## config.mk

```make
export PLATFORM = sky130hd
export DESIGN_NAME = ssram_opq
export DESIGN_NICKNAME = d
export VERILOG_FILES = /design/src/sv/ssram_pkg.sv /design/src/sv/ssram_opq.sv
export VERILOG_INCLUDE_DIRS = /design/src /design/src/sv
export SDC_FILE = /design/constraint.sdc
export NUM_CORES = 1
export LEC_CHECK = 0
export BUFFER_PORTS_ARGS = -buffer_cell sky130_fd_sc_hd__clkbuf_2
export CORE_ASPECT_RATIO = 1.2
export CORE_MARGIN = 1.5
export CORE_UTILIZATION = 40
export CTS_CLUSTER_DIAMETER = 50
export CTS_CLUSTER_SIZE = 30
export DETAILED_ROUTE_END_ITERATION = 6
export PLACE_DENSITY = 0.7
export SKIP_LAST_GASP = 1
export SLEW_MARGIN = 5
export SYNTH_ARGS = -nofsm -noshare
export SYNTH_HDL_FRONTEND = slang
export SYNTH_SLANG_ARGS = --single-unit
```

## constraint.sdc

```tcl
create_clock -name clock -period 2.1 [get_ports clock]
set_clock_uncertainty 0.05 [all_clocks]
set_input_delay 0.42 -clock clock [delete_from_list [all_inputs] [get_ports clock]]
set_output_delay 0.42 -clock clock [all_outputs]
set_load 0.03 [all_outputs]
```

## src/sv/assert_macros.svh

```systemverilog
// ----------------------------------------------------------------------------
// assertion macros
// concurrent checks on the rising clock edge, left out under synthesis
// ----------------------------------------------------------------------------
`ifndef ASSERT_MACROS_SVH
`define ASSERT_MACROS_SVH

`ifndef SYNTHESIS
`define ASSERT_ALWAYS(label, clk, rst, expr) \
   label: assert property (@(posedge clk) disable iff (rst) (expr)) \
      else $error("assertion failed");
`define ASSERT_IMPLIES(label, clk, rst, ante, cons) \
   label: assert property (@(posedge clk) disable iff (rst) (ante) |-> (cons)) \
      else $error("assertion failed");
`define ASSERT_NEXT(label, clk, rst, ante, cons) \
   label: assert property (@(posedge clk) disable iff (rst) (ante) |=> (cons)) \
      else $error("assertion failed");
`else
`define ASSERT_ALWAYS(label, clk, rst, expr)
`define ASSERT_IMPLIES(label, clk, rst, ante, cons)
`define ASSERT_NEXT(label, clk, rst, ante, cons)
`endif

`endif

```

## src/sv/ssram_pkg.sv

```systemverilog
// ----------------------------------------------------------------------------
// ssram_pkg
// types and constants shared by the serial sram slave modules
// ----------------------------------------------------------------------------
`default_nettype none

package ssram_pkg;

   localparam int MEM_BYTES = 131072;
   localparam int MEM_AW    = $clog2(MEM_BYTES);
   localparam int ADDR_W    = 24;
   localparam int DIV_W     = ADDR_W + 1;

   localparam logic MEM_POW2 = ((MEM_BYTES & (MEM_BYTES - 1)) == 0);
   localparam logic [ADDR_W-1:0] ADDR_MASK = ADDR_W'(MEM_BYTES - 1);
   localparam logic [ADDR_W-1:0] ADDR_LAST = ADDR_W'(MEM_BYTES - 1);
   localparam logic [DIV_W-1:0]  DIV_LAST  = DIV_W'(MEM_BYTES);
   localparam logic [DIV_W-1:0]  DIV_START = DIV_W'(MEM_BYTES) << (ADDR_W - MEM_AW);

   localparam logic [7:0] CMD_READ  = 8'h03;
   localparam logic [7:0] CMD_WRITE = 8'h02;

   localparam logic [1:0] OP_NONE  = 2'd0;
   localparam logic [1:0] OP_READ  = 2'd1;
   localparam logic [1:0] OP_WRITE = 2'd2;

   localparam int OPQ_DEPTH = 4;
   localparam int OPQ_PW    = $clog2(OPQ_DEPTH);
   localparam int OPQ_CW    = OPQ_PW + 1;

   localparam int OUT_DEPTH = 2;
   localparam int OUT_PW    = $clog2(OUT_DEPTH);
   localparam int OUT_CW    = OUT_PW + 1;

   typedef struct packed {
      logic       select;
      logic [7:0] mosi_byte;
   } req_item_type;

   typedef struct packed {
      logic [7:0] miso_byte;
      logic       data_valid;
   } rsp_item_type;

   typedef struct packed {
      logic [1:0]        kind;
      logic [MEM_AW-1:0] addr;
      logic [7:0]        data;
   } op_item_type;

endpackage

`default_nettype wire

```

## src/sv/ssram_opq.sv

```systemverilog
// ----------------------------------------------------------------------------
// ssram_opq
// short queue of memory ops between the sequencer and the memory side
// ----------------------------------------------------------------------------
`default_nettype none
`include "assert_macros.svh"

module ssram_opq
   import ssram_pkg::*;
(
   input  wire logic        clock,
   input  wire logic        reset,
   input  wire logic        wr_en,
   input  wire op_item_type wr_item,
   output logic             q_full,
   input  wire logic        rd_en,
   output op_item_type      rd_item,
   output logic             q_empty
);

   op_item_type       slot_ff [OPQ_DEPTH];
   logic [OPQ_PW-1:0] wr_ptr_ff, wr_ptr_in;
   logic [OPQ_PW-1:0] rd_ptr_ff, rd_ptr_in;
   logic [OPQ_CW-1:0] cnt_ff, cnt_in;
   logic              do_wr, do_rd;

   assign q_full  = (cnt_ff == OPQ_CW'(OPQ_DEPTH));
   assign q_empty = (cnt_ff == '0);
   assign do_wr   = wr_en & ~q_full;
   assign do_rd   = rd_en & ~q_empty;
   assign rd_item = slot_ff[rd_ptr_ff];

   always_comb begin
      wr_ptr_in = do_wr ? wr_ptr_ff + 1'b1 : wr_ptr_ff;
      rd_ptr_in = do_rd ? rd_ptr_ff + 1'b1 : rd_ptr_ff;
      cnt_in    = cnt_ff + OPQ_CW'(do_wr) - OPQ_CW'(do_rd);
   end

   always_ff @(posedge clock) begin
      if (reset) begin
         wr_ptr_ff <= '0;
         rd_ptr_ff <= '0;
         cnt_ff    <= '0;
      end else begin
         wr_ptr_ff <= wr_ptr_in;
         rd_ptr_ff <= rd_ptr_in;
         cnt_ff    <= cnt_in;
      end
   end

   always_ff @(posedge clock) begin
      if (do_wr) begin
         slot_ff[wr_ptr_ff] <= wr_item;
      end
   end

   `ASSERT_ALWAYS(a_opq_count_bound, clock, reset, cnt_ff <= OPQ_CW'(OPQ_DEPTH))

endmodule

`default_nettype wire

```

; Yosys cells after proc, flatten, opt, wreduce, memory -nomap -nowiden
; Memory sizes are Yosys's and may differ from the RTL's. A register that Yosys moved wholly into a read port is not among the register bits.
; Cells that the tools add are included.
[word_totals]
register_bits = 7
ram_bits = 108
in_bits = 31
out_inout_bits = 29
wordCells = 18
mem_count = 1
[classes]
addsub = 4
n_eq_ne = 1
mux = 4
bitwise = 4
n_reduce_logical = 1
[mem_list]
columns = name, words, width, read_ports, rd_ports_with_merged_regs, write_ports, line
row1 = slot_ff, 4, 27, 1, 1, 1, ssram_opq.sv:21  ; op_item_type slot_ff [OPQ_DEPTH];
[ops]
columns = cell, count
row1 = "2-bit by 1-bit adder with 2-bit output, second input constant", 2
row2 = 2-bit 2-to-1 mux, 2
row3 = 3-bit by 1-bit adder with 3-bit output, 1
row4 = "3-bit equality test, second input constant", 1
row5 = 3-bit zero test, 1
row6 = 3-bit by 1-bit subtractor with 3-bit output, 1
row7 = 1-bit bitwise AND, 2
row8 = 1-bit 2-to-1 mux, 2
row9 = 1-bit inverter, 2

; Logic depth before layout (Yosys ltp)
; Gate-level depths: netlist (run 1).
[logic_depth]
ltp_word = 5
depth_mapped = 10
ltp_nobuf = 10

; Worst setup path after synthesis (run 1)
; OpenSTA, ideal clock, no wires.
[synth_timing]
path_type = reg2reg
start = reg cnt_ff[2]
end = reg cnt_ff[2]
t_arrival_ps = 2225
t_required_ps = 1925
path_slack_ps = -300
path_stages_with_launch = 11
n_path_buf = 0
path_cell_list = dfxtp_1 nor3b_2 nor2_1 inv_1 ha_1 inv_1 ha_1 fa_1 xnor2_1 xnor2_1 nor2_1
[synth_via]
elab_chain_cells = 5
word_cells_on_any_way = 8
[synth_lines]
columns = element, line
row1 = start: declaration, ssram_opq.sv:24  ; logic [OPQ_CW-1:0] cnt_ff, cnt_in;
row2 = start signal: assignment, ssram_opq.sv:47  ; cnt_ff <= cnt_in;
row3 = 3-bit equality test, ssram_opq.sv:27  ; assign q_full = (cnt_ff == OPQ_CW'(OPQ_DEPTH));
row4 = named net q_full, ssram_opq.sv:15  ; output logic q_full,
row5 = 1-bit inverter, ssram_opq.sv:29  ; assign do_wr = wr_en & ~q_full;
row6 = 1-bit bitwise AND, ssram_opq.sv:29
row7 = 3-bit by 1-bit adder with 3-bit output, ssram_opq.sv:36  ; cnt_in = cnt_ff + OPQ_CW'(do_wr) - OPQ_CW'(do_rd);
row8 = 3-bit by 1-bit subtractor with 3-bit output, ssram_opq.sv:36
; The timed path passes the listed nets, and every way through them passes these cells.
; A chain may end at the register's enable or synchronous reset.

==> flow_metrics.env, run 1 <==
export IMPL_grt_pass1_wl_um=12080
export IMPL_fin_setup_tns_ns=-1.443
export IMPL_ys_ff_latch=117
export IMPL_p_per_area_nw_per_um2=1344
export IMPL_total_power_mw=7.812
export IMPL_yosysTopAreaCell="edfxtp_1"
export IMPL_fin_ws_ns=-0.1026
export IMPL_rsz0062_at_grt="true"
export IMPL_place_congestion=0.6808
export IMPL_rows=41
export IMPL_p_leak_nw=2.032
export IMPL_cp_required_ns=1.63
export IMPL_io_pins=60
export IMPL_die_w_um=99.02
export IMPL_place_hpwl_um=4082
export IMPL_initial_core_util_pct=41.48
export IMPL_antenna_found_initial=0
export IMPL_timing_final_crit_share_pct=104.9
export IMPL_slew_viol_final=0
export IMPL_clockBufferDepth=2
export IMPL_synth_area_um2=4425
export IMPL_wirelength_um=7572
export IMPL_numCtsBuffers=17
export IMPL_drtPass1Iterations=4
export IMPL_pre_cts_ws_ns=-0.01852
export IMPL_fillers=844
export IMPL_area_growth_pct=31.35
export IMPL_fmax_mhz=454.0
export IMPL_die_area_um2=11710
export IMPL_htreeDepth=4
export IMPL_hold_start="wr_item[15]"
export IMPL_grt_usage_pct=14.26
export IMPL_grt_max_degree=28
export IMPL_syn_num_nets=230
export IMPL_violations="negative setup slack"
export IMPL_cts_root_buffer="clkbuf_16"
export IMPL_overflow=0
export IMPL_endpoint_kind="output port"
export IMPL_drive_gt1_share_pct=47.22
export IMPL_avgRoutedWirePerCell_um=18.16
export IMPL_irDropWorstVdd_mv=0.5945
export IMPL_synth_top_area_share_pct=73.28
export IMPL_hold_viol_final=0
export IMPL_core_um2=10670
export IMPL_clock_latency_ns=0.40
export IMPL_worst_pin_slew_ns=0.2140
export IMPL_drcViolationCount=0
export IMPL_critPathMaxFanout=6
export IMPL_critPathKind="flop to output port"
export IMPL_nNetsFinal=314
export IMPL_port_buffers=59
export IMPL_cts_sinks=117
export IMPL_maxCapViolCount=0
export IMPL_ys_top_cells_by_area="edfxtp_1 (73%), mux4_2 (10%), mux4_1 (4.2%)"
export IMPL_finalSetupViolCount=20
export IMPL_seq_area_frac_synth_pct=77.35
export IMPL_holdBufCountCts=0
export IMPL_finalInstanceArea_um2=5813
export IMPL_status="finished with violations"
export IMPL_cp_arrival_ns=1.73
export IMPL_drtAntennaViolNets=0
export IMPL_via_per_inst=5.031
export IMPL_grt_pass1_vias=2290
export IMPL_syn_avg_cell_area_um2=23.05
export IMPL_path_clk_slew_ns=0.05
export IMPL_postPlaceCellArea_um2=4976
export IMPL_max_slew_margin_rel_pct=85.72
export IMPL_vias=2098
export IMPL_cts_tree="done"
export IMPL_diodes=0
export IMPL_postSynthCellCount=192
export IMPL_crit_reg2reg_launch="cnt_ff[2]"
export IMPL_period_minus_slack_ns=2.203
export IMPL_hp_class="primary input to flop"
export IMPL_first_iter_violations=92
export IMPL_synthDistinctLibCells=25
export IMPL_start_kind="flop"
export IMPL_die_y_um=118.2
export IMPL_yosysWarningCount=0
export IMPL_post_route_util_pct=54.48
==> per-stage QoR <==
stage | cells | hold WS [ns]
after global routing | 417 | 0.1781
final | 417 | 0.1902
after detailed placement | 381 | 0.4330
after CTS | 417 | 0.1744
after global placement | 381 | 0.4247
after floorplan | 192 | 0.4091
==> area by class of cell <==
cell class	instances	area (um2)	share of cell area [%]
Sequential cell	117	3436	59.10
Multi-Input combinational cell	60	905.9	15.58
Timing Repair Buffer	72	783.3	13.47
Clock buffer	17	425.4	7.318
Tap cell	129	161.4	2.777
Clock inverter	14	71.32	1.227
Inverter	8	30.03	0.5166
==> layer usage <==
| layer | global-route usage [%] | vias up | wire, um |
|---|---|---|---|
| met2 | 22.80 | 74 | 3833 |
| li1 | - | 953 | - |
| met1 | 17.02 | 1058 | 3122 |
| met5 | 0 | - | 0 |
| met3 | 5.736 | 13 | 500 |
| met4 | 6.161 | 0 | 115 |
==> sequential cells by signal (all words and copies together), names as in the netlist, named ones only <==
| register | count |
|---|---|
| rd_ptr_ff | 2 |
| slot_ff | 108 |
| cnt_ff | 3 |
| wr_ptr_ff | 2 |
==> final timing paths <==
check | endpoint | slack, ns | depth (start not counted)
setup / recovery | rd_item[7] | -0.10 | 4
hold / removal | slot_ff[2][15] | 0.19 | 1
hold reg to reg | flop | 0.45 | 2
setup reg to reg | cnt_ff[2] | 0.08 | 9
==> layout by cell type, fill, tap and decap left out, types with 2 or more instances in the layout <==
master and count:
a21oi_1 2, and2_1 4, buf_12 7, buf_16 2, buf_4 3, buf_6 2, buf_8 20, clkbuf_16 17
clkbuf_2 32, clkbuf_8 6, clkinv_1 5, clkinv_2 6, clkinvlp_4 3, dfxtp_1 5, dfxtp_4 3, edfxtp_1 108
ha_1 5, inv_1 8, mux4_2 27, nand2b_1 2, nor2_1 3, nor2b_1 2, o21ai_0 2, or3_1 2
==> worst max-delay path, cell delays in order, from the launching register on <==
cell and delay, ns:
dfxtp_4 0.39, buf_12 0.13, buf_16 0.13, mux4_2 0.53, buf_8 0.16
==> kinds of logic (layout without fill, tap and decap cells) <==
kind of cell    count (synthesis)  after routing  synth area share [%]
compound gates                  5              5                0.7351
xor+xnor                        3              3                0.5938
fa+ha+maj                       7              7                 2.149
buf+inv                        15            111                 2.262
flops                         117            117                 77.35
mux                            28             28                 14.56
simple gates                   17             17                 2.346
==> power by group <==
part	internal [mW]	leakage [nW]	total [mW]	switching [mW]
registers	2.83	1.07	2.94	0.117
logic	1.31	0.725	2.52	1.21
clock network	1.45	0.241	2.35	0.897
==> repair_timing <==
item	4_1_cts	5_1_grt
endpoints found under the setup margin	28	28
setup buffers	2	1
gates resized for setup	65	24
pin swaps	0	5
gates cloned	3	0
==> synth_stat cells <==
| master | instances |
|---|---|
| edfxtp_1 | 108 |
| mux4_2 | 20 |
| dfxtp_1 | 9 |
| inv_1 | 8 |
| mux4_1 | 7 |
| ha_1 | 6 |
| and2_1 | 4 |
| nor2_1 | 4 |
| buf_2 | 3 |
| a21oi_1 | 2 |
| buf_12 | 2 |
| nand2b_1 | 2 |
| nor2b_1 | 2 |
| o21ai_0 | 2 |
| or3_1 | 2 |
| xnor2_1 | 2 |
| buf_6 | 1 |
| clkbuf_1 | 1 |
| fa_1 | 1 |
| mux2i_1 | 1 |
| nand2_1 | 1 |
| nor3_2 | 1 |
| nor3b_2 | 1 |
| o31ai_2 | 1 |
| xor2_1 | 1 |
No activity file was read; power rests on OpenSTA's default activity.
==> run 2, diff against run 1 <==
ABC_AREA = 1   (was not set)
==> run 2 against run 1 <==
The flow now finishes without violations. Maximum frequency rose by 8.5%. Worst hold slack got worse by 0.033 ns. Die area is 2.5% higher. Register-to-register slack better by 0.07 ns. Via count increased by 34%.
==> flow_metrics.env, run 2 <==
export IMPL_synth_area_um2=4538
export IMPL_clockBufferDepth=2
export IMPL_hold_viol_final=0
export IMPL_initial_core_util_pct=41.12
export IMPL_htreeDepth=4
export IMPL_pre_cts_ws_ns=0.09976
export IMPL_diodes=0
export IMPL_syn_avg_cell_area_um2=13.75
export IMPL_fillers=944
export IMPL_core_um2=11040
export IMPL_via_per_inst=5.111
export IMPL_die_area_um2=12000
export IMPL_vias=2816
export IMPL_largest_register="slot_ff"
export IMPL_start_kind="flop"
export IMPL_avgRoutedWirePerCell_um=16.09
export IMPL_drtPass1Iterations=4
export IMPL_grt_pass1_vias=2749
export IMPL_timing_final_crit_share_pct=96.65
export IMPL_reg_top3="slot_ff: 108 flops, cnt_ff: 3 flops"
export IMPL_dp_cells=520
export IMPL_largest_register_ffs=108
export IMPL_overflow=0
export IMPL_ff2ff_setup_slack_ns=0.15
export IMPL_area_growth_pct=22.47
export IMPL_io_pins=60
export IMPL_first_iter_violations=152
export IMPL_finalSetupViolCount=0
export IMPL_layout_commonest_cell="edfxtp_1"
export IMPL_synthDistinctLibCells=18
export IMPL_place_congestion=0.6901
export IMPL_irDropWorstVdd_mv=0.7247
export IMPL_hold_start="reset"
export IMPL_hp_class="primary input to flop"
export IMPL_fmax_mhz=492.7
export IMPL_synth_top_area_share_pct=71.46
export IMPL_drtAntennaViolNets=0
export IMPL_grt_max_degree=55
export IMPL_cp_arrival_ns=1.56
export IMPL_rsz0062_at_grt="true"
export IMPL_wl_met2_um=4438
export IMPL_syn_num_nets=368
export IMPL_holdPathEnd="cnt_ff[0]"
export IMPL_p_leak_nw=2.070
export IMPL_worst_pin_slew_ns=0.3045
export IMPL_p_per_area_nw_per_um2=1325
export IMPL_synth_most_common_cell="edfxtp_1"
export IMPL_async_flop_share_pct=0
export IMPL_wirelength_um=8865
export IMPL_holdBufCountCts=0
export IMPL_yosysWarningCount=0
export IMPL_clock_latency_ns=0.40
export IMPL_ys_ff_latch=117
export IMPL_slew_viol_final=0
export IMPL_post_route_util_pct=50.36
export IMPL_wl_met1_um=3756
export IMPL_status="complete, no violations"
export IMPL_numCtsBuffers=17
export IMPL_highest_layer="met4"
export IMPL_wl_met3_um=564
export IMPL_grt_pass1_wl_um=13680
export IMPL_seq_area_frac_synth_pct=75.43
export IMPL_yosysTopAreaCell="edfxtp_1"
export IMPL_port_buffers=59
export IMPL_fin_cells=551
export IMPL_path_clk_slew_ns=0.05
export IMPL_total_power_mw=7.366
export IMPL_nNetsFinal=445
export IMPL_drcViolationCount=0
export IMPL_postCtsSetupBuffers=0
export IMPL_rr_worst_depth=11
export IMPL_rows=42
export IMPL_max_slew_margin_rel_pct=79.65
export IMPL_endpoint_kind="output port"
export IMPL_crit_reg2reg_capture="cnt_ff[2]"
export IMPL_cp_required_ns=1.63
export IMPL_die_w_um=100.2
export IMPL_synth_common_cells="edfxtp_1 (108), nor2_1 (68), o21ai_0 (31)"
export IMPL_antenna_found_initial=0
export IMPL_period_minus_slack_ns=2.030
export IMPL_critPathMaxFanout=54
export IMPL_critPathKind="flop to output port"
export IMPL_maxCapViolCount=0
export IMPL_ys_flop_type="edfxtp_1"
export IMPL_fin_ws_ns=0.07026
export IMPL_hold_depth=2
export IMPL_final_seq_area_um2=3428
export IMPL_cts_sinks=117
export IMPL_grt_usage_pct=15.55
export IMPL_cts_root_buffer="clkbuf_16"
export IMPL_cts_tree="done"
export IMPL_synth_edff_count=108
export IMPL_place_hpwl_um=5459
export IMPL_multi_input_area_um2=920.9
export IMPL_final_cell_mix="edfxtp_1 (108), nor2_1 (63), clkbuf_2 (49), o21ai_0 (31), o22ai_1 (26)"
export IMPL_drive_gt1_share_pct=25.30
export IMPL_die_y_um=119.7
export IMPL_postSynthCellCount=330
export IMPL_crit_reg2reg_launch="cnt_ff[0]"
export IMPL_ys_top_cells_by_area="edfxtp_1 (71%), nor2_1 (5.6%), dfxtp_1 (4.0%)"
## run 2: worst max-delay path, stage by stage, from the launching register on
cell,delay (ns)
dfxtp_4,0.41
clkinv_8,0.18
o21ai_1,0.23
o22ai_2,0.11
clkbuf_4,0.19
## run 2: logic make-up (layout without fill, tap and decap cells)
group	Yosys count	count (layout)	synth area share (%)
adders and majority gates	7	7	2.095
AOI/OAI and AO/OA	86	86	10.23
buffers and inverters	36	125	5.183
DFF	117	117	75.43
and+or+nand+nor	84	84	7.058
## run 2: what timing repair did
action	in CTS	in global routing
endpoints found under the hold margin	0	0
resized for setup	7	24
endpoints found under the setup margin	16	26
pin swaps	0	1
## run 2: layout make-up
| type | instances | share of cell area [%] |
|---|---|---|
| clock inverter | 9 | 0.6979 |
| clock buffer | 22 | 7.992 |
| multi-input combinational | 177 | 16.57 |
| timing repair buffer | 74 | 8.285 |
| sequential | 117 | 61.68 |
| inverter | 20 | 1.801 |
| tap | 132 | 2.972 |
## run 2: report_power, final
part	total (mW)	switching [mW]	leakage, nW	internal (mW)
logic	2.07	1.44	0.767	0.625
clock network	2.34	0.880	0.239	1.46
registers	2.96	0.103	1.06	2.85
## run 2: worst max path at each step
| stage | cells past startpoint | to | slack [ns] | from |
|---|---|---|---|---|
| 2_1_floorplan | 4 | slot_ff[0][0] | -0.16 | cnt_ff[1] |
| 5_1_grt | 4 | rd_item[22] | -0.02 | flop |
| 3_3_place_gp | 10 | cnt_ff[2] | 0.24 | cnt_ff[1] |
| 3_5_place_dp | 11 | cnt_ff[2] | 0.1 | cnt_ff[1] |
| 4_1_cts | 4 | rd_item[8] | -0.007 | flop |
| 6_report | 4 | rd_item[8] | 0.07 | flop |
## run 2: metrics by stage
stage	hold slack [ns]	TNS, ns	area (um2)
floorplan	0.3981	-17.80	4538
global placement	0.4241	0	5007
detailed placement	0.4397	0	5007
CTS	0.1413	-0.01537	5517
global route	0.1477	-0.06165	5558
finish	0.1574	0	5558
## run 2: routing by layer
metal,vias up,global-route usage (%)
li1,1362,-
met1,1382,18.57
met2,63,25.09
met3,9,6.290
met4,0,6.074
met5,-,0
