## src/sv/assert_macros.svh

```systemverilog
// ----------------------------------------------------------------------------
// assertion macros
// concurrent checks on the rising clock edge, left out under synthesis
// ----------------------------------------------------------------------------
`ifndef ASSERT_MACROS_SVH
`define ASSERT_MACROS_SVH

`ifndef SYNTHESIS
`define ASSERT_ALWAYS(label, clk, rst, expr) \
   label: assert property (@(posedge clk) disable iff (rst) (expr)) \
      else $error("assertion failed");
`define ASSERT_IMPLIES(label, clk, rst, ante, cons) \
   label: assert property (@(posedge clk) disable iff (rst) (ante) |-> (cons)) \
      else $error("assertion failed");
`define ASSERT_NEXT(label, clk, rst, ante, cons) \
   label: assert property (@(posedge clk) disable iff (rst) (ante) |=> (cons)) \
      else $error("assertion failed");
`else
`define ASSERT_ALWAYS(label, clk, rst, expr)
`define ASSERT_IMPLIES(label, clk, rst, ante, cons)
`define ASSERT_NEXT(label, clk, rst, ante, cons)
`endif

`endif

```

## src/sv/ssram_pkg.sv

```systemverilog
// ----------------------------------------------------------------------------
// ssram_pkg
// types and constants shared by the serial sram slave modules
// ----------------------------------------------------------------------------
`default_nettype none

package ssram_pkg;

   localparam int MEM_BYTES = 131072;
   localparam int MEM_AW    = $clog2(MEM_BYTES);
   localparam int ADDR_W    = 24;
   localparam int DIV_W     = ADDR_W + 1;

   localparam logic MEM_POW2 = ((MEM_BYTES & (MEM_BYTES - 1)) == 0);
   localparam logic [ADDR_W-1:0] ADDR_MASK = ADDR_W'(MEM_BYTES - 1);
   localparam logic [ADDR_W-1:0] ADDR_LAST = ADDR_W'(MEM_BYTES - 1);
   localparam logic [DIV_W-1:0]  DIV_LAST  = DIV_W'(MEM_BYTES);
   localparam logic [DIV_W-1:0]  DIV_START = DIV_W'(MEM_BYTES) << (ADDR_W - MEM_AW);

   localparam logic [7:0] CMD_READ  = 8'h03;
   localparam logic [7:0] CMD_WRITE = 8'h02;

   localparam logic [1:0] OP_NONE  = 2'd0;
   localparam logic [1:0] OP_READ  = 2'd1;
   localparam logic [1:0] OP_WRITE = 2'd2;

   localparam int OPQ_DEPTH = 4;
   localparam int OPQ_PW    = $clog2(OPQ_DEPTH);
   localparam int OPQ_CW    = OPQ_PW + 1;

   localparam int OUT_DEPTH = 2;
   localparam int OUT_PW    = $clog2(OUT_DEPTH);
   localparam int OUT_CW    = OUT_PW + 1;

   typedef struct packed {
      logic       select;
      logic [7:0] mosi_byte;
   } req_item_type;

   typedef struct packed {
      logic [7:0] miso_byte;
      logic       data_valid;
   } rsp_item_type;

   typedef struct packed {
      logic [1:0]        kind;
      logic [MEM_AW-1:0] addr;
      logic [7:0]        data;
   } op_item_type;

endpackage

`default_nettype wire

```

## src/sv/ssram_front.sv

```systemverilog
// ----------------------------------------------------------------------------
// ssram_front
// protocol sequencer: command, address and data phases, one memory op per byte
// ----------------------------------------------------------------------------
`default_nettype none
`include "assert_macros.svh"

module ssram_front
   import ssram_pkg::*;
(
   input  wire logic         clock,
   input  wire logic         reset,
   input  wire logic         push,
   output logic              full,
   input  wire req_item_type req_item,
   input  wire logic         q_full,
   output logic              q_push,
   output op_item_type       q_item
);

   localparam logic [2:0] ST_CMD    = 3'd0;
   localparam logic [2:0] ST_ADDR0  = 3'd1;
   localparam logic [2:0] ST_ADDR1  = 3'd2;
   localparam logic [2:0] ST_ADDR2  = 3'd3;
   localparam logic [2:0] ST_DATA   = 3'd4;
   localparam logic [2:0] ST_IGNORE = 3'd5;
   localparam logic [2:0] ST_REDUCE = 3'd6;

   logic [2:0]        state_ff, state_in;
   logic [7:0]        cmd_ff, cmd_in;
   logic [ADDR_W-1:0] addr_ff, addr_in;
   logic [DIV_W-1:0]  div_ff, div_in;
   logic [ADDR_W-1:0] addr_shift;
   logic              accept;

   assign full       = q_full | (state_ff == ST_REDUCE);
   assign accept     = push & ~full;
   assign addr_shift = {addr_ff[ADDR_W-9:0], req_item.mosi_byte};
   assign q_push     = accept;

   always_comb begin
      state_in     = state_ff;
      cmd_in       = cmd_ff;
      addr_in      = addr_ff;
      div_in       = div_ff;
      q_item.kind  = OP_NONE;
      q_item.addr  = addr_ff[MEM_AW-1:0];
      q_item.data  = req_item.mosi_byte;
      if (accept) begin
         if (!req_item.select) begin
            state_in = ST_CMD;
         end else begin
            unique case (state_ff)
               ST_CMD: begin
                  cmd_in = req_item.mosi_byte;
                  if (req_item.mosi_byte == CMD_READ || req_item.mosi_byte == CMD_WRITE) begin
                     addr_in  = '0;
                     state_in = ST_ADDR0;
                  end else begin
                     state_in = ST_IGNORE;
                  end
               end
               ST_ADDR0: begin
                  addr_in  = addr_shift;
                  state_in = ST_ADDR1;
               end
               ST_ADDR1: begin
                  addr_in  = addr_shift;
                  state_in = ST_ADDR2;
               end
               ST_ADDR2: begin
                  div_in = DIV_START;
                  if (MEM_POW2) begin
                     addr_in  = addr_shift & ADDR_MASK;
                     state_in = ST_DATA;
                  end else begin
                     addr_in  = addr_shift;
                     state_in = ST_REDUCE;
                  end
               end
               ST_DATA: begin
                  q_item.kind = (cmd_ff == CMD_READ) ? OP_READ : OP_WRITE;
                  addr_in     = (addr_ff == ADDR_LAST) ? '0 : addr_ff + 1'b1;
               end
               ST_IGNORE: begin
                  state_in = ST_IGNORE;
               end
               default: begin
                  state_in = ST_CMD;
               end
            endcase
         end
      end else if (state_ff == ST_REDUCE) begin
         // restoring reduction, one shifted multiple of the size per cycle
         if ({1'b0, addr_ff} >= div_ff) begin
            addr_in = addr_ff - div_ff[ADDR_W-1:0];
         end
         if (div_ff == DIV_LAST) begin
            state_in = ST_DATA;
         end else begin
            div_in = div_ff >> 1;
         end
      end
   end

   always_ff @(posedge clock) begin
      if (reset) begin
         state_ff <= ST_CMD;
         cmd_ff   <= '0;
         addr_ff  <= '0;
      end else begin
         state_ff <= state_in;
         cmd_ff   <= cmd_in;
         addr_ff  <= addr_in;
      end
   end

   always_ff @(posedge clock) begin
      div_ff <= div_in;
   end

   `ASSERT_NEXT(a_addr_phase_done, clock, reset,
      accept && req_item.select && state_ff == ST_ADDR2,
      state_ff == ST_DATA || state_ff == ST_REDUCE)
   `ASSERT_IMPLIES(a_data_addr_range, clock, reset, state_ff == ST_DATA, addr_ff <= ADDR_LAST)

endmodule

`default_nettype wire

```

## config.mk

```make
export PLATFORM = sky130hd
export DESIGN_NAME = ssram_front
export DESIGN_NICKNAME = d
export VERILOG_FILES = /design/src/sv/ssram_pkg.sv /design/src/sv/ssram_front.sv
export VERILOG_INCLUDE_DIRS = /design/src /design/src/sv
export SDC_FILE = /design/constraint.sdc
export NUM_CORES = 1
export LEC_CHECK = 0
export ABC_AREA = 1
export BUFFER_PORTS_ARGS = -buffer_cell sky130_fd_sc_hd__clkbuf_2
export CAP_MARGIN = 5
export CORE_UTILIZATION = 50
export CTS_BUF_LIST = sky130_fd_sc_hd__clkbuf_16
export DETAILED_ROUTE_END_ITERATION = 8
export PLACE_DENSITY = 0.71
export SLEW_MARGIN = 20
export SYNTH_ARGS = -nofsm -noshare
export SYNTH_HDL_FRONTEND = slang
export SYNTH_SLANG_ARGS = --single-unit
```

## constraint.sdc

```tcl
create_clock -name clock -period 4.2 [get_ports clock]
set_clock_uncertainty 0.05 [all_clocks]
set_input_delay 0.84 -clock clock [delete_from_list [all_inputs] [get_ports clock]]
set_output_delay 0.84 -clock clock [all_outputs]
set_load 0.05 [all_outputs]
```

Word-level counts from Yosys, hierarchy flattened --
Cells that the tools add are included.
Word-level totals: register bits after elaboration 60, input port bits 13, output and inout bits 29
Operators by class: add/subtract/negate cells 2, order comparisons 1, eq/ne operators 17, mux-type cells 22, bitwise logic cells 3, reductions and logical operators 10
Operator list (count):
- 24-bit two-way mux | 6
- 25-bit two-way mux | 5
- 24-bit case mux with 4 select lines | 1
- 25-bit by 18-bit == test with 1-bit output, second input constant | 1
- 24-bit by 25-bit >= comparator with 1-bit output | 1
- 24-bit by 1-bit adder with 24-bit output, second input constant | 1
- 24-bit by 17-bit == test with 1-bit output, second input constant | 1
- 8-bit by 2-bit == test with 1-bit output, second input constant | 3
- 24-bit subtractor | 1
- 3-bit case mux with 6 select lines | 1
- 3-bit two-way mux | 5
- 3-bit == test, second input constant | 3
- 2-bit two-way mux | 4
- 3-bit by 2-bit == test with 1-bit output, second input constant | 2
- 3-bit != test, second input constant | 2
- 3-bit AND reduction | 2
- 2-bit nonzero test | 3
- 5-bit by 2-bit != test with 1-bit output, second input constant | 1
- 5-bit AND reduction | 1
- 2-bit != test, second input constant | 2
- 4-bit AND reduction | 1
- 3-bit by 1-bit == test with 1-bit output, second input constant | 1
- 3-bit logical NOT | 1
- 2-bit by 1-bit != test with 1-bit output, second input constant | 1
- other kinds (5) | 5

Longest topological paths before layout --
Gate-level depths: netlist (run 1).
word-level depth 6, depth in mapped cells 17, depth with buffers taken out 16

Worst setup path after synthesis (run 1) --
Ideal clock, no wire load.
kind input-to-reg, start point in q_full, end point reg div_ff[0], enable pin, arrival time 2.943 ns, data required time 3.735 ns, path slack 0.792 ns, stages on the path 7, buffers on the path 2, cells stage by stage inv_1 nand3_2 buf_4 clkinv_2 buf_2 nand2_1 a21oi_1
On the way: cells in the longest elaborated chain, start to end 5, elaborated cells between the ends (all ways) 8
RTL lines:
- start: declaration | line ssram_front.sv:16 | input wire logic q_full,
- 1-bit OR (*) | line ssram_front.sv:36 | assign full = q_full | (state_ff == ST_REDUCE);
- 1-bit inverter (*) | line ssram_front.sv:37 | assign accept = push & ~full;
- 1-bit bitwise AND (*) | line ssram_front.sv:37
- net q_push | line ssram_front.sv:17 | output logic q_push,
- 2-bit by 1-bit != test with 1-bit output (no line) (tied with other cells)
- 4-bit AND reduction (no line) (*)
- end signal: assignment | line ssram_front.sv:119 | div_ff <= div_in;
- end: declaration | line ssram_front.sv:32 | logic [DIV_W-1:0] div_ff, div_in;
The timed path passes the listed nets; every way through them passes the cells marked *. A chain may end at the register's enable or synchronous reset.

==> flow_summary_export.csv, run 1 <==
group,metric,value,unit
sta,max_freq,0.311,GHz
power,p_per_area,286,nW/um^2
cts,insertion_delay,0.36,ns
yosys,synthXorXnorAreaFrac,1.33,%
critical_path,r2r_slack,1.55,ns
yosys,synthAdderAreaFrac,5.62,%
flow_run,maxCapViolations,0,
route,drc,0,
yosys,syn-num-nets,1062,
layout,syn_to_final_growth,7.42,%
sta,tns,0,ns
yosys,synth_edf_count,25,
sta,slew_violations,0,
critical_path,end_kind,"output port",
sta,rsz0062_at_grt,"false",
yosys,yosys-top-cells-count,"nand2_1, inv_1, nor2_1",
yosys,ys_seq_elements,60,
route,drtIter0Drc,516,
placement,post-place-ws,1.37,ns
cts,htreeDepth,3,
sta,finalCritPeriodShare,76.6,%
route,wl_per_cell,14.2,um
critical_path,regToRegStartpoint,"addr_ff[0]",
yosys,synthMuxAreaShare,0,%
cts,cts_made_buffers,9,
placement,post_dp_cell_area,6030,sq um
route,drt_pass1_iterations,6,
sta,worstMarginPinSlew,0.887,ns
layout,drive_gt1_share,10.0,%
layout,antenna_cells,0,
cts,cts.repair.resized,0,
route,ant_nets,0,
layout,multi_input_area,3470,sq um
power,leakage,3.53,nW
yosys,synth_compound_area_share,5.96,%
yosys,synth_top_area_cell,"nand2_1",
cts,cts.sinks,60,
global_route,antenna_found_initial,0,
layout,fillers,1204,
power,ir_worst_vdd,226,uV
floorplan,ios,42,
cts,cts_root_buf,"clkbuf_16",
placement,dpl.hpwl,13100,um
critical_path,worstSetupStartpoint,"state_ff[2]",
sta,relSlewSlack,40.8,%
placement,gp_congestion,0.950,
floorplan,initial_core_util,51.6,%
global_route,first_global_vias,5510,
layout,fin_area,6360,sq um
yosys,yosys.area_share.simple,45.7,%
critical_path,crit_type,"reg2out",
yosys,async_flop_share,0,%
placement,portBuffers,41,
route,route.vias.total,5982,
yosys,syn_inst,1023,
global_route,grt_util_all_layers,28.2,%
global_route,grt.overflow.total,0,
critical_path,worstSetupStartpointType,"register",
yosys,ys.flop_type,"dfxtp_1",
global_route,grt_start_max_net_pins,48,
cts,ctsHoldBuffers,0,
layout,regArea,1450,sq um
run_status,status,"completed",
critical_path,required,3.31,ns
global_route,grt_pass1_wl,27000,um
floorplan,core,11500,sq um
sta,setup_slack,0.981,ns
floorplan,die_area,12300,sq um
cts,cts_buffer_depth,2,
cts,clk_pin_slew,0.06,ns
yosys,synth.avg_cell_area,5.79,sq um
floorplan,rows,39,
yosys,ys_types,40,
critical_path,path_max_fanout,18,
floorplan,dieWidth,111,um
yosys,yosysTopAreaCellShare,24.7,%
sta,finalSetupViolations,0,
critical_path,arrival,2.33,ns
yosys,synth_area,5920,sq um
route,drt_wl_total,16800,um
worst_hold_path,hold_class,"reg2reg",
yosys,ys_seq_area_share,24.5,%
cts,post_cts_buffers,0,
yosys,synth_most_common_cell,"nand2_1",
cts,cts_tree,"yes",
worst_hold_path,min_from,"state_ff[0]",
yosys,ys_top_cells_by_area,"nand2_1, edfxtp_1, dfxtp_1",
floorplan,die_y,111,um
layout,nNetsFinal,1074,
route,via_per_inst,5.06,
yosys,synth_top_family_by_area,"simple AND/OR/NAND/NOR gates",
sta,period_needed,3.22,ns
yosys,yosysWarnings,0,
sta,hold_violations,0,
-- cell usage in the layout (no fill, tap or decap), types with 2 or more instances in the layout --
| cell | synthesis | routed |
|---|---|---|
| nand2_1 | 389 | 389 |
| inv_1 | 177 | 177 |
| nor2_1 | 112 | 112 |
| nand3_1 | 63 | 63 |
| clkbuf_2 | 0 | 41 |
| dfxtp_1 | 35 | 35 |
| a21oi_1 | 29 | 28 |
| ha_1 | 25 | 25 |
| edfxtp_1 | 25 | 25 |
| o21ai_0 | 22 | 22 |
| nand4_1 | 21 | 21 |
| clkbuf_16 | 0 | 11 |
| inv_2 | 9 | 10 |
| nand2_2 | 9 | 9 |
| nand3b_1 | 8 | 8 |
| xor2_1 | 8 | 8 |
| nor2_2 | 6 | 6 |
| nor3_1 | 5 | 5 |
| nor2_4 | 4 | 4 |
| nand3_2 | 4 | 4 |
| o22ai_1 | 4 | 4 |
| a21oi_2 | 2 | 3 |
| o21ai_1 | 3 | 3 |
| or2_2 | 3 | 3 |
| buf_4 | 29 | 3 |
| nor3_2 | 2 | 2 |
| nand2_4 | 2 | 2 |
| nor4_1 | 2 | 2 |
-- where the power goes --
part	switching, mW	internal [mW]	total, mW
combinational	0.236	0.0954	0.331
sequential	0.0289	0.631	0.660
clock	0.298	0.530	0.828
total	0.563	1.26	1.82
-- cell families (layout without fill, tap and decap cells) --
logic type | count (synthesis) | after routing
buffers and inverters | 230 | 247
DFF | 60 | 60
adders and majority gates | 26 | 26
AOI/OAI and AO/OA | 64 | 64
and+or+nand+nor | 634 | 634
xor gates and xnor gates | 9 | 9
-- per-stage QoR --
stage	cells	util (%)	power (mW)	hold slack (ns)
after floorplan	1023	-	0.922	0.410
after global placement	1167	52.6	0.996	0.434
after detailed placement	1167	52.6	0.999	0.439
after CTS	1183	55.5	1.83	0.446
after global routing	1183	55.5	1.89	0.472
final	1183	55.5	1.82	0.442
-- path summary, 6_finish.rpt --
check / to / cells past startpoint
min: state_ff[0] / 2
max: q_item[25] / 7
min reg2reg: state_ff[0] / 2
max reg2reg: addr_ff[16] / 13
-- worst max-delay path, cell delays in order, from the launching register on --
cell and delay (ns):
dfxtp_1 0.54, inv_1 0.17, nor2_4 0.43, inv_1 0.22, nor2_1 0.14, inv_1 0.09
nor2_1 0.11, clkbuf_2 0.28
-- routing by layer --
| metal | global-route usage [%] | vias to the layer above | wire length [um] |
|---|---|---|---|
| met2 | 44.7 | 140 | 7540 |
| met5 | 0 | - | 0 |
| li1 | - | 3151 | - |
| met4 | 10.5 | 0 | 292 |
| met1 | 37.4 | 2669 | 7860 |
| met3 | 6.45 | 22 | 1090 |
-- state kept, by name, indices dropped and copies added, names as in the netlist --
signal	flops
state_ff	3
cmd_ff	8
addr_ff	24
div_ff	25
-- cell type report --
class,instances,area share [%]
multi-input cells,733,54.6
inverters,187,11.1
clock buffers,11,4.33
well taps,143,2.81
flip-flops and latches,60,22.8
repair buffers,44,3.58
clock inverters,5,0.826
No activity file was read; power rests on OpenSTA's default activity.
==> run 2, diff against run 1 <==
Clock period 4.2 ns to 3 ns, I/O delays scaled along.
==> run 2 against run 1 <==
Net effect:
- core utilization rose by 1.1 points
- register-to-register slack got worse by 1.1 ns
- global-route usage rose by 0.86 points
- clock power rose by 36%
- critical endpoint unchanged
- flip-flop and latch count did not move
- worst hold slack barely moved
- clock-buffer cell count did not move
==> flow_summary_export.csv, run 2 (synthesis results as in run 1) <==
group,metric,value,unit
floorplan,die_area,12300,sq um
critical_path,worstSetupStartpointType,"register",
power,p_sw_share,30.4,%
power,p_comb_share,19.2,%
sta,hold_violations,0,
sta,finalSetupViolations,0,
cts,cts.sinks,60,
cts,htreeDepth,3,
global_route,antenna_found_initial,0,
route,drt_wl_total,17200,um
route,ant_nets,0,
layout,syn_to_final_growth,9.47,%
layout,reg_top3,"div_ff: 25 flops, addr_ff: 24 flops, cmd_ff: 8 flops",
global_route,grt_start_max_net_pins,46,
cts,insertion_delay,0.35,ns
route,drt_pass1_iterations,5,
floorplan,rows,39,
placement,gp_congestion,0.994,
power,p_per_area,390,nW/um^2
placement,place_inst,1182,
cts,cts_made_buffers,9,
floorplan,initial_core_util,51.6,%
placement,portBuffers,41,
sta,tns,0,ns
route,drc,0,
critical_path,path_buf_inv,3,
cts,clk_pin_slew,0.05,ns
power,ir_worst_vdd,422,uV
layout,regMostFlops,"div_ff",
power,pwr-share-seq,36.2,%
layout,regArea,1450,sq um
layout,drive_gt1_share,11.2,%
power,pwr-share-clk,44.6,%
global_route,grt.overflow.total,0,
cts,cts_buffer_depth,2,
layout,multi_input_area,3470,sq um
critical_path,end_kind,"output port",
floorplan,die_y,111,um
power,leakage,3.62,nW
global_route,met3_usage,7.76,%
power,p_sw,0.769,mW
sta,rsz0062_at_grt,"false",
critical_path,worstPathCellList,"nand3_2 > nand3_2 > clkinv_2 > nand2_1 > nor2_1 > inv_1 > nor2_1 > clkbuf_2",
sta,max_freq,0.375,GHz
cts,ctsHoldBuffers,0,
critical_path,arrival,2.01,ns
floorplan,ios,42,
critical_path,required,2.35,ns
route,wl_per_cell,14.4,um
flow_run,maxCapViolations,0,
cts,cts.repair.resized,0,
sta,relSlewSlack,53.5,%
cts,cts_root_buf,"clkbuf_16",
global_route,met1_usage,39.2,%
route,route.vias.total,6179,
sta,finalCritPeriodShare,88.8,%
global_route,grt_util_all_layers,29.1,%
critical_path,crit_type,"reg2out",
critical_path,slowest_delay,0.55,ns
route,drtIter0Drc,585,
cts,cts_tree,"yes",
critical_path,critPathTopFamily,"simple AND/OR/NAND/NOR gates",
critical_path,path_max_fanout,9,
route,via_per_inst,5.16,
layout,fin_cells,1198,
cts,post_cts_buffers,0,
global_route,first_global_vias,5646,
power,p_int,1.76,mW
sta,worstMarginPinSlew,0.694,ns
global_route,grt_use_met2,45.0,%
run_status,status,"completed",
sta,period_needed,2.66,ns
floorplan,core,11500,sq um
layout,nNetsFinal,1089,
placement,dpl.hpwl,13500,um
layout,fillers,1145,
layout,final_cell_mix,"nand2_1, inv_1, nor2_1, nand3_1, clkbuf_2",
floorplan,dieWidth,111,um
global_route,grt_pass1_wl,27900,um
worst_hold_path,hold_class,"reg2reg",
layout,final_common_cell,"nand2_1",
critical_path,slowest_stage,"dfxtp_1",
layout,largest_reg_flops,25,
layout,antenna_cells,0,
sta,slew_violations,0,
global_route,grt-busiest-layer,"met2",
-- run 2: cell count changes in the layout (fill, tap and decap cells not counted) --
| cell | before | now |
|---|---|---|
| buf_12 | 0 | 1 |
| clkbuf_2 | 41 | 40 |
| buf_4 | 3 | 18 |
| inv_4 | 1 | 0 |
| clkinv_2 | 1 | 2 |
| inv_1 | 177 | 178 |
| inv_6 | 1 | 0 |
-- run 2: final timing paths --
check / slack, ns / cells past startpoint / endpoint / startpoint
min: 0.44 / 2 / state_ff[0] / state_ff[0]
max: 0.34 / 8 / q_item[25] / state_ff[2]
min reg2reg: 0.44 / 2 / state_ff[0] / state_ff[0]
max reg2reg: 0.46 / 13 / addr_ff[12] / addr_ff[0]
-- run 2: power groups by stage --
stage | Clock (mW) | Sequential, mW | Combinational, mW
after floorplan | 0 | 0.922 | 0.369
after global placement | 0 | 0.931 | 0.476
after detailed placement | 0 | 0.931 | 0.478
after CTS | 1.14 | 0.914 | 0.481
after global routing | 1.18 | 0.918 | 0.541
final | 1.13 | 0.915 | 0.487
-- run 2: layout make-up --
| class | instances | share of cell area, % |
|---|---|---|
| clock buffers | 11 | 4.25 |
| clock inverters | 5 | 0.714 |
| well taps | 143 | 2.76 |
| repair buffers | 59 | 5.48 |
| multi-input cells | 733 | 53.6 |
| inverters | 187 | 10.8 |
| flip-flops and latches | 60 | 22.4 |
-- run 2: stage by stage --
stage,instance area (sq um),setup slack [ns],hold slack [ns],util [%],total power [mW]
after floorplan,5930,0.357,0.410,-,1.29
after global placement,6160,0.529,0.437,53.7,1.41
after detailed placement,6160,0.508,0.438,53.7,1.41
after CTS,6480,0.346,0.445,56.5,2.54
after global routing,6480,0.207,0.468,56.5,2.64
final,6480,0.336,0.442,56.5,2.53
-- run 2: metal layers --
| layer | vias up | part of all wire, % |
|---|---|---|
| met2 | 243 | 43 |
| met4 | 0 | 2.1 |
| met1 | 2724 | 46 |
| li1 | 3185 | - |
| met5 | - | 0 |
| met3 | 27 | 9.2 |
-- run 2: tightest hold or removal path, cell delays in order (launching register included) --
cell and delay (ns):
dfxtp_1 0.32, nand2_1 0.07, a21oi_1 0.05
==> run 3, diff against run 2 <==
Settings changed: ABC_AREA 1 to unset, PLACE_DENSITY 0.71 to 0.72.
==> run 3 against run 2 <==
Net effect:
- critical path depth is 2 higher
- global-route usage fell by 0.38 points
- non-clock buffer count up 27
- fmax down 8.1%
- worst setup slack got worse by 0.23 ns
- critical path type is now in2reg
- critical endpoint is now addr_ff[7]
- largest power group unchanged
==> flow_summary_export.csv, run 3 <==
group,metric,value,unit
run_status,status,"completed",
yosys,ys_types,56,
cts,cts_root_buf,"clkbuf_16",
placement,dpl.hpwl,10600,um
yosys,syn_inst,606,
floorplan,die_area,9890,sq um
yosys,synth_area,4750,sq um
layout,final_cell_mix,"nor2_1, nand2_1, buf_4, a21oi_1, clkbuf_2",
cts,htreeDepth,3,
layout,regMostFlops,"div_ff",
critical_path,worstSetupStartpointType,"input port",
global_route,grt_util_all_layers,28.7,%
sta,worstMarginPinSlew,0.692,ns
floorplan,core,9240,sq um
sta,whs,0.447,ns
power,p_comb_share,8.9,%
route,route.vias.total,4737,
yosys,ys_seq_elements,60,
floorplan,initial_core_util,51.4,%
layout,largest_reg_flops,25,
cts,cts_made_buffers,9,
critical_path,rr_worst_depth,11,
route,drtIter0Drc,410,
power,leakage,2.17,nW
power,pwr-share-clk,47.6,%
yosys,synth.avg_cell_area,7.84,sq um
yosys,synth_edf_count,25,
sta,period_needed,2.90,ns
cts,clk_pin_slew,0.06,ns
global_route,grt.overflow.total,0,
floorplan,rows,35,
yosys,synth_top_area_cell,"edfxtp_1",
yosys,syn-num-nets,645,
critical_path,regToRegStartpoint,"addr_ff[0]",
layout,reg_top3,"div_ff: 25 flops, addr_ff: 24 flops, cmd_ff: 8 flops",
critical_path,r2r_slack,0.12,ns
power,p_sw,0.518,mW
worst_hold_path,min_to,"cmd_ff[3]",
yosys,ys_top_cells_by_area,"edfxtp_1, dfxtp_1, ha_1",
floorplan,ios,42,
power,pwr-share-seq,43.5,%
layout,syn_to_final_growth,15.1,%
placement,portBuffers,41,
layout,antenna_cells,0,
layout,drive_gt1_share,17.8,%
critical_path,required,3.13,ns
sta,hold_violations,0,
global_route,grt_start_max_net_pins,39,
sta,finalSetupViolations,0,
critical_path,end_kind,"register",
flow_run,maxCapViolations,0,
critical_path,worstSetupStartpoint,"req_item[3]",
route,drt_wl_total,14000,um
cts,cts.sinks,60,
yosys,ys.flop_type,"dfxtp_1",
yosys,yosysTopAreaCellShare,15.8,%
route,wl_per_cell,17.9,um
worst_hold_path,hold_class,"reg2reg",
sta,finalCritPeriodShare,96.6,%
route,drc,0,
critical_path,arrival,3.03,ns
yosys,synth_most_common_cell,"nor2_1",
worst_hold_path,min_from,"cmd_ff[3]",
worst_hold_path,hold-path-cell-count,2,
layout,final_common_cell,"nor2_1",
sta,rsz0062_at_grt,"true",
power,ir_worst_vdd,248,uV
critical_path,crit_type,"in2reg",
yosys,ys_seq_area_share,30.6,%
layout,finalCoreUtilization,59.2,%
route,via_per_inst,6.07,
cts,cts_buffer_depth,2,
route,ant_nets,0,
global_route,grt_pass1_wl,22100,um
yosys,yosysWarnings,0,
global_route,first_global_vias,4440,
yosys,async_flop_share,0,%
critical_path,r2r-end,"addr_ff[22]",
sta,relSlewSlack,53.9,%
placement,gp_congestion,1.00,
critical_path,path_max_fanout,7,
floorplan,die_y,99.5,um
layout,nNetsFinal,685,
route,drt_pass1_iterations,7,
cts,insertion_delay,0.33,ns
floorplan,dieWidth,99.5,um
sta,slew_violations,0,
cts,cts_tree,"yes",
sta,max_freq,0.345,GHz
global_route,antenna_found_initial,0,
power,p_sw_share,26.1,%
power,p_per_area,363,nW/um^2
power,p_int,1.47,mW
yosys,yosys-top-cells-count,"nor2_1, nand2_1, a21oi_1",
-- run 3: cell types whose count changed after synthesis, sizes merged, moves of 13 or more --
cell | previous run | this run
nor2 | 123 | 80
a211oi | 0 | 13
clkbuf | 6 | 20
xnor2 | 1 | 19
nand3 | 67 | 16
nand2 | 400 | 51
inv | 186 | 33
nor3 | 7 | 23
-- run 3: per-stage QoR --
step	setup WS, ns	instances	cell area, sq um	power (mW)	setup TNS (ns)
global placement	0.00149	762	5150	1.05	0
global route	-0.0714	780	5470	2.03	-0.127
finish	0.102	780	5470	1.99	0
CTS	0.0458	778	5420	1.98	0
detailed placement	-0.154	762	5150	1.05	-0.600
floorplan	0.0552	606	4750	1.00	0
-- run 3: area by class of cell --
type / count / area (sq um)
Fill cell: 826 / 3770
Multi-Input combinational cell: 456 / 2890
Sequential cell: 60 / 1450
Timing Repair Buffer: 86 / 571
Clock buffer: 9 / 225
Tap cell: 129 / 161
Inverter: 33 / 124
Clock inverter: 7 / 42.5
-- run 3: how the worst max path moves through the flow --
stage	to	slack [ns]	cells past startpoint
2_1_floorplan	q_item[26]	0.06	7
3_3_place_gp	addr_ff[8]	0.001	10
3_5_place_dp	addr_ff[7]	-0.15	10
4_1_cts	addr_ff[7]	0.05	10
5_1_grt	addr_ff[18]	-0.07	11
6_report	addr_ff[7]	0.10	10
-- run 3: critical path: stages --
cell	delay [ns]
clkbuf_2	0.09
or4_1	0.54
nor4b_2	0.29
nor3_1	0.13
o32ai_2	0.33
o2111ai_1	0.19
and2_2	0.30
buf_4	0.17
o21ai_0	0.28
a21oi_1	0.13
-- run 3: power by group through the flow --
stage	Clock (mW)	Sequential (mW)	Combinational (mW)
2_1_floorplan	0	0.876	0.126
3_3_place_gp	0	0.881	0.169
3_5_place_dp	0	0.881	0.172
4_1_cts	0.945	0.864	0.173
5_1_grt	0.980	0.865	0.190
6_report	0.945	0.864	0.177
-- run 3: what timing repair did --
item | in CTS | in global routing
buffers inserted | 0 | 2
hold buffers | 0 | 0
setup endpoints to repair | 0 | 17
gates resized for setup | 0 | 11
-- run 3: routing by layer --
layer | share of wire (%) | vias to the layer above | GRT usage, %
li1 | - | 2271 | -
met1 | 43 | 2213 | 37.7
met2 | 47 | 222 | 47.0
met5 | 0 | - | 0
met3 | 7.5 | 31 | 5.41
met4 | 1.9 | 0 | 11.0
-- run 3: logic make-up (layout without fill, tap and decap cells) --
logic type / Yosys count / after routing / synth area share (%)
adders and majority gates: 26 / 26 / 7.01
xor gates and xnor gates: 32 / 32 / 5.90
and+or+nand+nor: 242 / 242 / 24.7
muxes: 10 / 10 / 2.11
DFF: 60 / 60 / 30.6
buffers and inverters: 90 / 135 / 9.40
AOI/OAI and AO/OA: 146 / 146 / 20.4
